[config.mk]
export PLATFORM = sky130hd
export DESIGN_NAME = http_stream_inspector
export DESIGN_NICKNAME = d
export VERILOG_FILES = /design/src/rtl/core/hsi_pkg.sv /design/src/rtl/core/http_stream_inspector.sv
export SDC_FILE = /design/constraint.sdc
export NUM_CORES = 1
export LEC_CHECK = 0
export ABC_AREA = 1
export BUFFER_PORTS_ARGS = -buffer_cell sky130_fd_sc_hd__buf_2
export CORE_MARGIN = 1
export CORE_UTILIZATION = 60
export CTS_CLUSTER_DIAMETER = 30
export DETAILED_ROUTE_END_ITERATION = 6
export PLACE_DENSITY = 0.88
export SETUP_SLACK_MARGIN = 0.05
export SYNTH_ARGS = -nofsm -noshare
export SYNTH_HDL_FRONTEND = slang
export SYNTH_SLANG_ARGS = --single-unit
[constraint.sdc]
create_clock -name clock -period 8 [get_ports clock]
set_input_delay 0.8 -clock clock [delete_from_list [all_inputs] [get_ports clock]]
set_output_delay 0.8 -clock clock [all_outputs]
set_load 0.03 [all_outputs]
[src/rtl/core/hsi_pkg.sv]
`default_nettype none

package hsi_pkg;

   localparam int CAPTURE_LIMIT_DEFAULT = 511;
   localparam int MAX_DIGITS_DEFAULT    = 15;

   localparam int LENGTH_WIDTH    = 50;
   localparam int THRESHOLD_WIDTH = 32;
   localparam int CSR_INDEX_WIDTH = 8;
   localparam int CSR_DATA_WIDTH  = 32;

   localparam int WINDOW_LEN = 10;
   localparam int POST_LEN   = 5;
   localparam int HEADER_LEN = 8;

   localparam logic [THRESHOLD_WIDTH-1:0] THRESHOLD_RESET = 32'd4096;
   localparam logic [2:0]                 SKIP_START      = 3'd7;

   localparam logic [CSR_INDEX_WIDTH-1:0] CSR_ENABLE    = 8'd0;
   localparam logic [CSR_INDEX_WIDTH-1:0] CSR_THRESHOLD = 8'd1;

   localparam logic [7:0] POST_PATTERN [POST_LEN] = '{"P", "O", "S", "T", " "};
   localparam logic [7:0] HEADER_PATTERN [HEADER_LEN] =
      '{"C", "o", "n", "t", "e", "n", "t", "-"};
   localparam logic [7:0] PATH_PATTERN [WINDOW_LEN] =
      '{"/", "d", "n", "s", "-", "q", "u", "e", "r", "y"};

   typedef struct packed {
      logic [7:0] data_byte;
      logic       end_of_segment;
   } req_type;

   typedef struct packed {
      logic                    post_request;
      logic                    length_found;
      logic [LENGTH_WIDTH-1:0] content_length;
      logic                    large_post_alert;
      logic                    doh_path_alert;
   } rsp_type;

endpackage

`default_nettype wire

[src/rtl/core/http_stream_inspector.sv]
`default_nettype none

// Channel  Direction  Handshake              Payload
// req      in         req_valid / req_stall  req_data  (req_type)
// rsp      out        rsp_valid / rsp_stall  rsp_data  (rsp_type)
// csr      in         csr_valid / csr_ready  csr_index, csr_data
//
// One byte per cycle while req_stall is low; an end-of-segment byte goes through
// the input and result registers to rsp_valid. The per-byte loop is the ten-byte
// window compare and the 50-bit shift-and-add digit accumulator.
// Reset is synchronous and clears all segment state at once; no clearing pass.
// A result waiting under rsp_stall holds in its register while bytes without an
// end mark keep flowing; only a second end mark stalls the request side.

module http_stream_inspector
   import hsi_pkg::*;
#(
   parameter int CAPTURE_LIMIT = CAPTURE_LIMIT_DEFAULT,
   parameter int MAX_DIGITS    = MAX_DIGITS_DEFAULT
) (
   input  wire logic                       clock,
   input  wire logic                       reset,
   input  wire logic                       req_valid,
   output logic                            req_stall,
   input  wire req_type                    req_data,
   output logic                            rsp_valid,
   input  wire logic                       rsp_stall,
   output rsp_type                         rsp_data,
   input  wire logic                       csr_valid,
   output logic                            csr_ready,
   input  wire logic [CSR_INDEX_WIDTH-1:0] csr_index,
   input  wire logic [CSR_DATA_WIDTH-1:0]  csr_data
);

   localparam int COUNT_WIDTH = $clog2(CAPTURE_LIMIT + 1);
   localparam int DIGIT_WIDTH = $clog2(MAX_DIGITS + 1);
   localparam logic [COUNT_WIDTH-1:0] LIMIT = COUNT_WIDTH'(CAPTURE_LIMIT);
   localparam logic [DIGIT_WIDTH-1:0] DIGIT_LIMIT = DIGIT_WIDTH'(MAX_DIGITS);
   localparam logic [COUNT_WIDTH-1:0] POST_COUNT = COUNT_WIDTH'(POST_LEN);

   // Configuration registers.
   logic                       enable_ff, enable_in;
   logic [THRESHOLD_WIDTH-1:0] threshold_ff, threshold_in;

   // Input register.
   logic    in_valid_ff, in_valid_in;
   req_type in_ff, in_in;

   // Segment state.
   logic [COUNT_WIDTH-1:0]  byte_count_ff, byte_count_in;
   logic [7:0]              recent_ff [WINDOW_LEN];
   logic [7:0]              recent_in [WINDOW_LEN];
   logic                    prefix_ff, prefix_in;
   logic                    header_ff, header_in;
   logic [2:0]              skip_ff, skip_in;
   logic                    digit_mode_ff, digit_mode_in;
   logic [DIGIT_WIDTH-1:0]  digit_count_ff, digit_count_in;
   logic [LENGTH_WIDTH-1:0] length_ff, length_in;
   logic                    path_ff, path_in;

   // Result register holds the raw findings; alerts are qualified at the port.
   logic                    rsp_valid_ff, rsp_valid_in;
   logic                    res_post_ff, res_post_in;
   logic                    res_found_ff, res_found_in;
   logic [LENGTH_WIDTH-1:0] res_length_ff, res_length_in;
   logic                    res_path_ff, res_path_in;

   logic req_accept;
   logic in_fire;
   logic rsp_load;

   assign in_fire    = in_valid_ff && !(in_ff.end_of_segment && rsp_valid_ff && rsp_stall);
   assign req_stall  = in_valid_ff && !in_fire;
   assign req_accept = req_valid && !req_stall;
   assign rsp_load   = in_fire && in_ff.end_of_segment;
   assign csr_ready  = 1'b1;

   always_comb begin
      enable_in    = enable_ff;
      threshold_in = threshold_ff;
      if (csr_valid) begin
         case (csr_index)
            CSR_ENABLE:    enable_in    = csr_data[0];
            CSR_THRESHOLD: threshold_in = csr_data[THRESHOLD_WIDTH-1:0];
            default: ;
         endcase
      end
   end

   always_comb begin
      in_valid_in = req_accept || (in_valid_ff && !in_fire);
      in_in       = req_accept ? req_data : in_ff;
   end

   // Per-byte update of the segment state.
   always_comb begin
      logic [7:0]              b;
      logic                    take;
      logic                    hdr_match;
      logic                    path_match;
      logic                    is_digit;
      logic [LENGTH_WIDTH-1:0] digit_value;

      b           = in_ff.data_byte;
      take        = in_fire && (byte_count_ff < LIMIT);
      digit_value = LENGTH_WIDTH'(b - "0");
      hdr_match   = 1'b0;
      path_match  = 1'b0;
      is_digit    = 1'b0;

      byte_count_in  = byte_count_ff;
      prefix_in      = prefix_ff;
      header_in      = header_ff;
      skip_in        = skip_ff;
      digit_mode_in  = digit_mode_ff;
      digit_count_in = digit_count_ff;
      length_in      = length_ff;
      path_in        = path_ff;
      for (int i = 0; i < WINDOW_LEN; i++) begin
         recent_in[i] = recent_ff[i];
      end

      if (take) begin
         for (int i = 0; i < WINDOW_LEN - 1; i++) begin
            recent_in[i] = recent_ff[i+1];
         end
         recent_in[WINDOW_LEN-1] = b;
         byte_count_in = byte_count_ff + 1'b1;

         if (byte_count_ff < POST_COUNT && b != POST_PATTERN[byte_count_ff[2:0]]) begin
            prefix_in = 1'b0;
         end

         hdr_match = (b inside {"L", "l"});
         for (int i = 0; i < HEADER_LEN; i++) begin
            if (recent_in[i+1] != HEADER_PATTERN[i]) begin
               hdr_match = 1'b0;
            end
         end

         path_match = 1'b1;
         for (int i = 0; i < WINDOW_LEN; i++) begin
            if (recent_in[i] != PATH_PATTERN[i]) begin
               path_match = 1'b0;
            end
         end

         is_digit = (b inside {["0":"9"]});
         if (digit_mode_ff) begin
            if (is_digit && digit_count_ff < DIGIT_LIMIT) begin
               length_in      = (length_ff << 3) + (length_ff << 1) + digit_value;
               digit_count_in = digit_count_ff + 1'b1;
            end else begin
               digit_mode_in = 1'b0;
            end
         end else if (skip_ff != 3'd0) begin
            skip_in = skip_ff - 3'd1;
            if (skip_ff == 3'd1) begin
               digit_mode_in = 1'b1;
            end
         end else if (!header_ff && hdr_match) begin
            header_in = 1'b1;
            skip_in   = SKIP_START;
         end

         if (path_match) begin
            path_in = 1'b1;
         end
      end

      res_post_in   = res_post_ff;
      res_found_in  = res_found_ff;
      res_length_in = res_length_ff;
      res_path_in   = res_path_ff;
      if (rsp_load) begin
         res_post_in   = prefix_in && (byte_count_in >= POST_COUNT);
         res_found_in  = (digit_count_in != '0);
         res_length_in = (digit_count_in != '0) ? length_in : '0;
         res_path_in   = path_in;

         // The segment ends here, so the next byte starts from a clean slate.
         byte_count_in  = '0;
         prefix_in      = 1'b1;
         header_in      = 1'b0;
         skip_in        = 3'd0;
         digit_mode_in  = 1'b0;
         digit_count_in = '0;
         length_in      = '0;
         path_in        = 1'b0;
         for (int i = 0; i < WINDOW_LEN; i++) begin
            recent_in[i] = 8'd0;
         end
      end

      rsp_valid_in = rsp_load || (rsp_valid_ff && rsp_stall);
   end

   always_ff @(posedge clock) begin
      if (reset) begin
         enable_ff      <= 1'b0;
         threshold_ff   <= THRESHOLD_RESET;
         in_valid_ff    <= 1'b0;
         rsp_valid_ff   <= 1'b0;
         byte_count_ff  <= '0;
         prefix_ff      <= 1'b1;
         header_ff      <= 1'b0;
         skip_ff        <= 3'd0;
         digit_mode_ff  <= 1'b0;
         digit_count_ff <= '0;
         length_ff      <= '0;
         path_ff        <= 1'b0;
         for (int i = 0; i < WINDOW_LEN; i++) begin
            recent_ff[i] <= 8'd0;
         end
      end else begin
         enable_ff      <= enable_in;
         threshold_ff   <= threshold_in;
         in_valid_ff    <= in_valid_in;
         rsp_valid_ff   <= rsp_valid_in;
         byte_count_ff  <= byte_count_in;
         prefix_ff      <= prefix_in;
         header_ff      <= header_in;
         skip_ff        <= skip_in;
         digit_mode_ff  <= digit_mode_in;
         digit_count_ff <= digit_count_in;
         length_ff      <= length_in;
         path_ff        <= path_in;
         for (int i = 0; i < WINDOW_LEN; i++) begin
            recent_ff[i] <= recent_in[i];
         end
      end
   end

   always_ff @(posedge clock) begin
      in_ff         <= in_in;
      res_post_ff   <= res_post_in;
      res_found_ff  <= res_found_in;
      res_length_ff <= res_length_in;
      res_path_ff   <= res_path_in;
   end

   // The user must change configuration only while idle (the block does not enforce it), so qualifying here is safe.
   always_comb begin
      rsp_valid                 = rsp_valid_ff;
      rsp_data.post_request     = res_post_ff;
      rsp_data.length_found     = res_found_ff;
      rsp_data.content_length   = res_length_ff;
      rsp_data.large_post_alert = enable_ff && res_post_ff && res_found_ff &&
                                  (res_length_ff > LENGTH_WIDTH'(threshold_ff));
      rsp_data.doh_path_alert   = enable_ff && res_path_ff;
   end

   assert property (@(posedge clock) disable iff (reset)
      $rose(rsp_valid_ff) |-> $past(rsp_load))
      else $error("result appeared without an end-of-segment byte");

   assert property (@(posedge clock) disable iff (reset)
      req_stall |-> (in_valid_ff && in_ff.end_of_segment && rsp_valid_ff && rsp_stall))
      else $error("request side stalled without a blocked result");

   assert property (@(posedge clock) disable iff (reset)
      digit_count_ff <= DIGIT_LIMIT && byte_count_ff <= LIMIT)
      else $error("digit or byte counter past its limit");

   assert property (@(posedge clock) disable iff (reset)
      (digit_mode_ff || skip_ff != 3'd0) |-> header_ff)
      else $error("digit parsing active without a header");

   assert property (@(posedge clock) disable iff (reset)
      rsp_load |=> (byte_count_ff == '0 && prefix_ff && !path_ff))
      else $error("segment state not cleared after a result");

endmodule

`default_nettype wire
==> flow_metrics.py, run 1 <==
metrics = {
    "sta": {
        "maxSlewHeadroom_pct": 23.8,
        "whs_ps": 411,
        "fin_ws_ps": 3400,
        "timing.final.crit_share_pct": 57.6,
        "drv_slew": 0,
        "fin_worst_skew_ps": 44.7,
        "tightestPinTransition_ps": 1140,
        "fmax_mhz": 217,
        "rsz0062_at_grt": "no",
        "finalHoldViolations": 0,
        "setup_tns_ps": 0,
        "fin_crit_ps": 4600,
        "setup_viol": 0,
    },
    "synth": {
        "synth_cell_types": 42,
        "synth-xor-area-share_pct": 0.941,
        "synth-simple-area-share_pct": 29.9,
        "synth_area_per_cell_um2": 7.30,
        "yosysSeqAreaShare_pct": 38.2,
        "synth_compound_area_share_pct": 6.55,
        "syn_inst": 2168,
        "synth_top_family_by_area": "simple AND/OR/NAND/NOR gates",
        "ys.flop_type": "edfxtp_1",
        "synth-seq-cells": 239,
        "synth_edf_count": 126,
        "synth_warnings": 0,
        "syn_nets": 2360,
        "synth-async-reset-ratio_pct": 0,
        "synthMuxAreaShare_pct": 0.316,
        "syn_area_um2": 15800,
        "synth_fa_ha_area_share_pct": 13.1,
    },
    "setup_path": {
        "cp-start-kind": "register",
        "r2r_setup_slack_ps": 3400,
        "path_delay_family": "simple AND/OR/NAND/NOR gates",
        "cp_num_buf_inv": 2,
        "critPathKind": "register to register",
        "reg2reg_from": "in_ff[5]",
        "rr_endpoint": "res_length_ff[44]",
        "path_max_fanout": 42,
        "end_kind": "register",
        "required_ps": 8260,
        "crit_path_top_delay_cell": "buf_4",
        "crit_arrival_ps": 4860,
        "rr_worst_depth": 16,
        "crit_chain": "ha_1 > nor3_2 > buf_4 > fa_1 > ha_1 > nand2_1 > nor2_1 > inv_1 > nor2_1 > nand2_1 > nor2_1 > nand2_1 > nand4_1 > nand3_1 > nand2_1 > nor2_1",
        "max_stage_delay_ps": 590,
    },
    "global_route": {
        "grt_pass1_vias": 14000,
        "grt_use_total_pct": 33.9,
        "grt_max_degree": 90,
        "antenna_found_initial": 0,
        "grt_pass1_wl_mm": 71.0,
        "gr-total-overflow": 0,
    },
    "finish": {
        "antenna_cells": 0,
        "area_growth_syn_to_layout_pct": 15.7,
        "regArea_um2": 6050,
        "fin_util_pct": 70.4,
        "drive_above_1_share_pct": 10.2,
        "final_area_um2": 18300,
        "final_cells": 2654,
        "fill_cells": 2026,
        "multi_input_area_um2": 8080,
        "final_nets": 2472,
    },
    "route": {
        "vias": 14700,
        "viasPerCell": 5.54,
        "drc": 0,
        "avgRoutedWirePerCell_um": 17.2,
        "first_pass_iters": 5,
        "wl_mm": 45.8,
        "ant_nets": 0,
        "drtIter0Drc": 1552,
    },
    "cts": {
        "cts_tree": "yes",
        "h-tree-depth": 2,
        "ctsResizeCount": 0,
        "clockRootBuffer": "clkbuf_16",
        "cts_sinks": 239,
        "ctsHoldBuffers": 0,
        "clk_pin_slew_ps": 60,
        "postCtsSetupRepairBufs": 0,
        "insertion_delay_ps": 560,
        "cts_buffers": 47,
        "clockBufferDepth": 3,
    },
    "pwr": {
        "total_power_mw": 3.66,
        "peakVddDrop_mv": 0.239,
        "power_density_nw_per_um2": 200,
        "static-leakage-power_nw": 8.64,
    },
    "die": {
        "core_um2": 26000,
        "initial_core_util_pct": 60.9,
        "die_width_um": 164,
        "dieArea_um2": 27000,
        "ios": 111,
        "die_y_um": 164,
        "rows": 59,
    },
    "placement": {
        "dp_hpwl_mm": 33.6,
        "dp_slack_ps": 3390,
        "gp_congestion": 1.02,
        "portBuffers": 109,
        "dpl_cell_area_um2": 16600,
        "dpl.cell_count": 2566,
    },
    "outcome": {
        "status": "completed",
    },
    "min_path": {
        "holdPathStages": 1,
        "worstHoldStart": "req_data[2]",
        "hold_path_end": "in_ff[2]",
        "hp-class": "input pin to register",
    },
    "run": {
        "drv_cap": 0,
    },
}
## state kept, by name, summed over array words and instances, names as in the netlist, 3 cells and up
register	flops
digit_count_ff	4
skip_ff	3
in_ff	9
recent_ff	72
res_length_ff	50
byte_count_ff	9
length_ff	50
threshold_ff	32
## cell usage after synthesis, drive strengths merged (2+ instances only)
library cell,instances,area (µm²)
a21oi,99,495
dfxtp,113,2260
o2111ai,3,26.3
fa,47,941
o21ai,74,374
buf,25,168
clkbuf,27,101
xor2,7,61.3
nor3b,2,15.0
xnor2,10,87.6
a21o,7,52.6
nor4,9,56.3
or2,19,119
nand4,43,269
nand2,617,2330
ha,91,1140
nand3b,5,37.5
and2,3,18.8
nor3,58,290
mux2i,5,50.1
o21bai,4,30.0
inv,386,1450
o211ai,2,15.0
nor2,271,1050
edfxtp,126,3780
nand3,108,551
## cells in the final DEF, fill, tap and decap left out, types with 3 or more instances in the layout
master,Yosys,layout
nand2_1,613,611
inv_1,381,380
nor2_1,268,268
edfxtp_1,126,126
dfxtp_1,113,113
buf_2,11,109
nand3_1,106,105
a21oi_1,99,99
ha_1,91,91
o21ai_0,73,73
nor3_1,58,57
fa_1,47,47
clkbuf_16,0,47
nand4_1,43,43
or2_2,19,19
xnor2_1,10,10
nor4_1,9,9
bufinv_16,0,8
xor2_1,7,7
a21o_1,7,7
inv_2,5,6
inv_6,0,6
buf_4,4,6
nand2_2,4,5
nand3b_1,5,5
mux2i_1,5,5
clkbuf_8,0,5
clkbuf_1,27,5
o21bai_1,4,4
clkinv_2,0,4
clkinv_4,0,4
nand3_2,2,3
and2_1,3,3
o2111ai_1,3,3
clkinvlp_4,0,3
## cell type report
class,instances,area share (%)
Clock inverter,31,2.53
Multi-Input combinational cell,1491,44.1
Sequential cell,239,33.0
Timing Repair Buffer,115,3.23
Tap cell,335,2.29
Inverter,386,7.91
Clock buffer,57,6.90
## worst max path at each step
stage,from,end,slack (ps),cells past startpoint
6_report,in_ff[5],res_length_ff[44],3400,16
5_1_grt,in_ff[5],res_length_ff[44],3170,16
4_1_cts,in_ff[5],res_length_ff[44],3510,16
3_5_place_dp,rsp_stall,res_length_ff[27],3390,14
3_3_place_gp,rsp_stall,res_length_ff[42],3550,14
2_1_floorplan,in_ff[5],res_length_ff[18],1110,14
## where the power goes
part / switching (mW) / internal, mW / total, mW
Combinational: 0.143 / 0.0592 / 0.203
Sequential: 0.0265 / 1.33 / 1.36
Clock: 0.701 / 1.40 / 2.11
Total: 0.871 / 2.79 / 3.66
## metal layers
layer / vias to the layer above / GRT usage [%] / share of wire [%]
li1: 7094 / - / -
met1: 6834 / 44.1 / 41
met2: 670 / 55.5 / 47
met3: 111 / 7.23 / 9.2
met4: 0 / 12.6 / 3.2
met5: - / 0 / 0
## cell families after synthesis
group | Yosys count
simple gates | 1136
buf+inv | 438
flops | 239
compound gates | 194
fa+ha+maj | 138
xor+xnor | 17
mux | 5
other cells | 1
Note: power is estimated with default switching activity, not from simulation.
==> inputs of run 2 (changes only) <==
ABC_AREA = 0   (was 1)
PLACE_DENSITY = 0.89   (was 0.88)
clock period = 4.7 ns   (was 8 ns; I/O delays follow)
==> run 2 against run 1 <==
Effect of this change:
- clock power up 58%
- synthesized cell count down 32%
- cell count down 27%
- clock skew down 26 ps
- total power up 62%
- combinational power up 54%
- fmax up 2.8%
- sequential cell count unchanged
- cell area down 8.4%
==> flow_metrics.py, run 2 <==
metrics = {
    "outcome": {
        "status": "completed",
    },
    "sta": {
        "rsz0062_at_grt": "yes",
        "fin_crit_ps": 4480,
        "fmax_mhz": 223,
        "maxSlewHeadroom_pct": 24.9,
        "tightestPinTransition_ps": 1130,
        "fin_worst_skew_ps": 18.7,
        "setup_tns_ps": 0,
        "finalHoldViolations": 0,
        "setup_viol": 0,
        "drv_slew": 0,
        "timing.final.crit_share_pct": 95.3,
    },
    "global_route": {
        "grt_pass1_wl_mm": 58.9,
        "antenna_found_initial": 0,
        "grt_pass1_vias": 11800,
        "gr-total-overflow": 0,
        "grt_use_total_pct": 30.7,
        "grt_max_degree": 83,
    },
    "setup_path": {
        "cp-start-kind": "register",
        "cp_common_cell": "a2111oi_4",
        "rr_worst_depth": 14,
        "path_max_fanout": 8,
        "max_stage_delay_ps": 470,
        "reg2reg_from": "in_ff[6]",
        "path_delay_family": "adder cells",
        "end_kind": "register",
        "crit_start": "in_ff[6]",
        "critPathCapture": "res_length_ff[40]",
        "rr_endpoint": "res_length_ff[40]",
        "critPathKind": "register to register",
        "cp_num_buf_inv": 2,
        "crit_chain": "ha_2 > or3_4 > clkinvlp_4 > buf_4 > fa_1 > ha_1 > nand4_1 > or2_2 > a2111oi_4 > o21bai_4 > a2111oi_4 > nor2_1 > xor2_1 > o22ai_1",
        "r2r_setup_slack_ps": 220,
        "crit_cells": 14,
        "crit_arrival_ps": 4750,
        "crit_path_top_delay_cell": "ha_1",
        "required_ps": 4970,
    },
    "route": {
        "top_layer": "met4",
        "ant_nets": 0,
        "first_pass_iters": 7,
        "drc": 0,
        "drtIter0Drc": 1345,
        "dr_wl_met3_mm": 3.20,
        "avgRoutedWirePerCell_um": 19.0,
        "vias": 12100,
        "viasPerCell": 6.25,
        "wl_met1_mm": 15.1,
        "wl_mm": 36.7,
        "wl_met2_mm": 17.0,
    },
    "synth": {
        "synth_cell_types": 76,
        "synth_most_common_cell": "nor2_1",
        "netlist_top_cells_area": "edfxtp_1 (27%), dfxtp_1 (16%), ha_1 (8.1%)",
        "yosysSeqAreaShare_pct": 42.8,
        "synth_area_per_cell_um2": 9.58,
        "synth-async-reset-ratio_pct": 0,
        "synth_edf_count": 126,
        "yosys.area.top_type": "edfxtp_1",
        "synthTopCellsByCount": "nor2_1 (155), nand2_1 (154), a21oi_1 (126), edfxtp_1 (126), dfxtp_1 (113)",
        "yosysTopAreaCellShare_pct": 26.8,
        "ys.flop_type": "edfxtp_1",
        "syn_inst": 1476,
        "synth-seq-cells": 239,
        "syn_area_um2": 14100,
        "syn_nets": 1668,
        "synth_warnings": 0,
    },
    "pwr": {
        "peakVddDrop_mv": 0.294,
        "combPwrFrac_pct": 5.3,
        "p_clk_share_pct": 56.1,
        "power_density_nw_per_um2": 354,
        "seqPwrFrac_pct": 38.6,
        "total_power_mw": 5.94,
        "p_sw_share_pct": 24.0,
        "p_int_mw": 4.52,
        "static-leakage-power_nw": 7.04,
        "p_sw_mw": 1.43,
    },
    "die": {
        "core_um2": 22800,
        "ios": 111,
        "die_width_um": 155,
        "dieArea_um2": 24200,
        "rows": 55,
        "initial_core_util_pct": 61.9,
        "die_y_um": 155,
    },
    "finish": {
        "final_nets": 1775,
        "regArea_um2": 6050,
        "top_regs": "recent_ff (72), length_ff (50), res_length_ff (50)",
        "fill_cells": 1517,
        "final_common_cell": "nor2_1",
        "regMostFlops": "recent_ff",
        "multi_input_area_um2": 7680,
        "drive_above_1_share_pct": 16.7,
        "layout_common_cells": "nor2_1 (154), nand2_1 (153), edfxtp_1 (126), a21oi_1 (124), dfxtp_1 (113)",
        "largest_register_ff_count": 72,
        "area_growth_syn_to_layout_pct": 18.6,
        "antenna_cells": 0,
    },
    "placement": {
        "gp_congestion": 0.971,
        "portBuffers": 109,
        "dp_hpwl_mm": 25.2,
    },
    "min_path": {
        "worstHoldStart": "req_data[0]",
        "hp-class": "input pin to register",
    },
    "run": {
        "drv_cap": 0,
    },
    "cts": {
        "clockBufferDepth": 3,
        "cts_buffers": 47,
        "h-tree-depth": 2,
        "ctsHoldBuffers": 0,
        "clk_pin_slew_ps": 60,
        "cts_tree": "yes",
        "clockRootBuffer": "clkbuf_16",
        "cts_sinks": 239,
        "insertion_delay_ps": 540,
    },
}
==> run 2: changes by cell type after synthesis, moves of 28 or more <==
cell	change
nand2_1	-459
nor3_1	-33
and3_1	+71
nand3_1	-68
clkbuf_1	+36
inv_1	-323
o21ai_0	-28
a21o_1	+31
nor2_1	-113
==> run 2: layout make-up <==
type	instances	share of cell area, %
Clock buffer	53	7.40
Clock inverter	35	2.22
Inverter	59	1.34
Multi-Input combinational cell	1094	45.8
Sequential cell	239	36.1
Tap cell	313	2.34
Timing Repair Buffer	142	4.83
==> run 2: cells by family after synthesis <==
logic type / synth area share (%)
mux: 1.39
simple gates: 20.0
other cells: 0.0265
xor+xnor: 2.97
buf+inv: 4.03
fa+ha+maj: 14.7
compound gates: 14.1
flops: 42.8
==> run 2: worst min path at each step <==
stage	endpoint	slack, ps	depth (start not counted)
3_3_place_gp	threshold_ff[22]	440	2
6_report	in_ff[0]	120	1
4_1_cts	in_ff[0]	110	1
2_1_floorplan	threshold_ff[10]	440	2
5_1_grt	in_ff[0]	110	1
3_5_place_dp	threshold_ff[22]	450	2
==> run 2: power groups by stage <==
stage / clock [mW] / combinational (mW) / sequential [mW]
2_1_floorplan: 0 / 0.196 / 2.33
3_3_place_gp: 0 / 0.290 / 2.33
3_5_place_dp: 0 / 0.301 / 2.33
4_1_cts: 3.36 / 0.306 / 2.29
5_1_grt: 3.45 / 0.339 / 2.30
6_report: 3.34 / 0.313 / 2.29
==> run 2: per-layer routing <==
layer	GRT usage, %	vias to the layer above
li1	-	5563
met1	40.8	5807
met2	49.8	616
met3	4.90	112
met4	13.1	0
met5	0	-
==> run 2: repair_timing <==
item | 4_1_cts | 5_1_grt
gates resized for setup | 0 | 8
endpoints found under the setup margin | 0 | 13
setup buffers | 0 | 3
hold endpoints to repair | 0 | 0
==> run 2: metrics by stage <==
step                      setup slack, ps  util (%)  hold slack (ps)  std cells  area (µm²)
after global placement                189      66.0              442       1844       15100
after floorplan                      22.9         -              436       1476       14200
final                                 223      73.4              118       1935       16800
after CTS                             101      73.1              106       1932       16700
after detailed placement              118      66.0              448       1844       15100
after global routing                 7.31      73.4              109       1935       16800
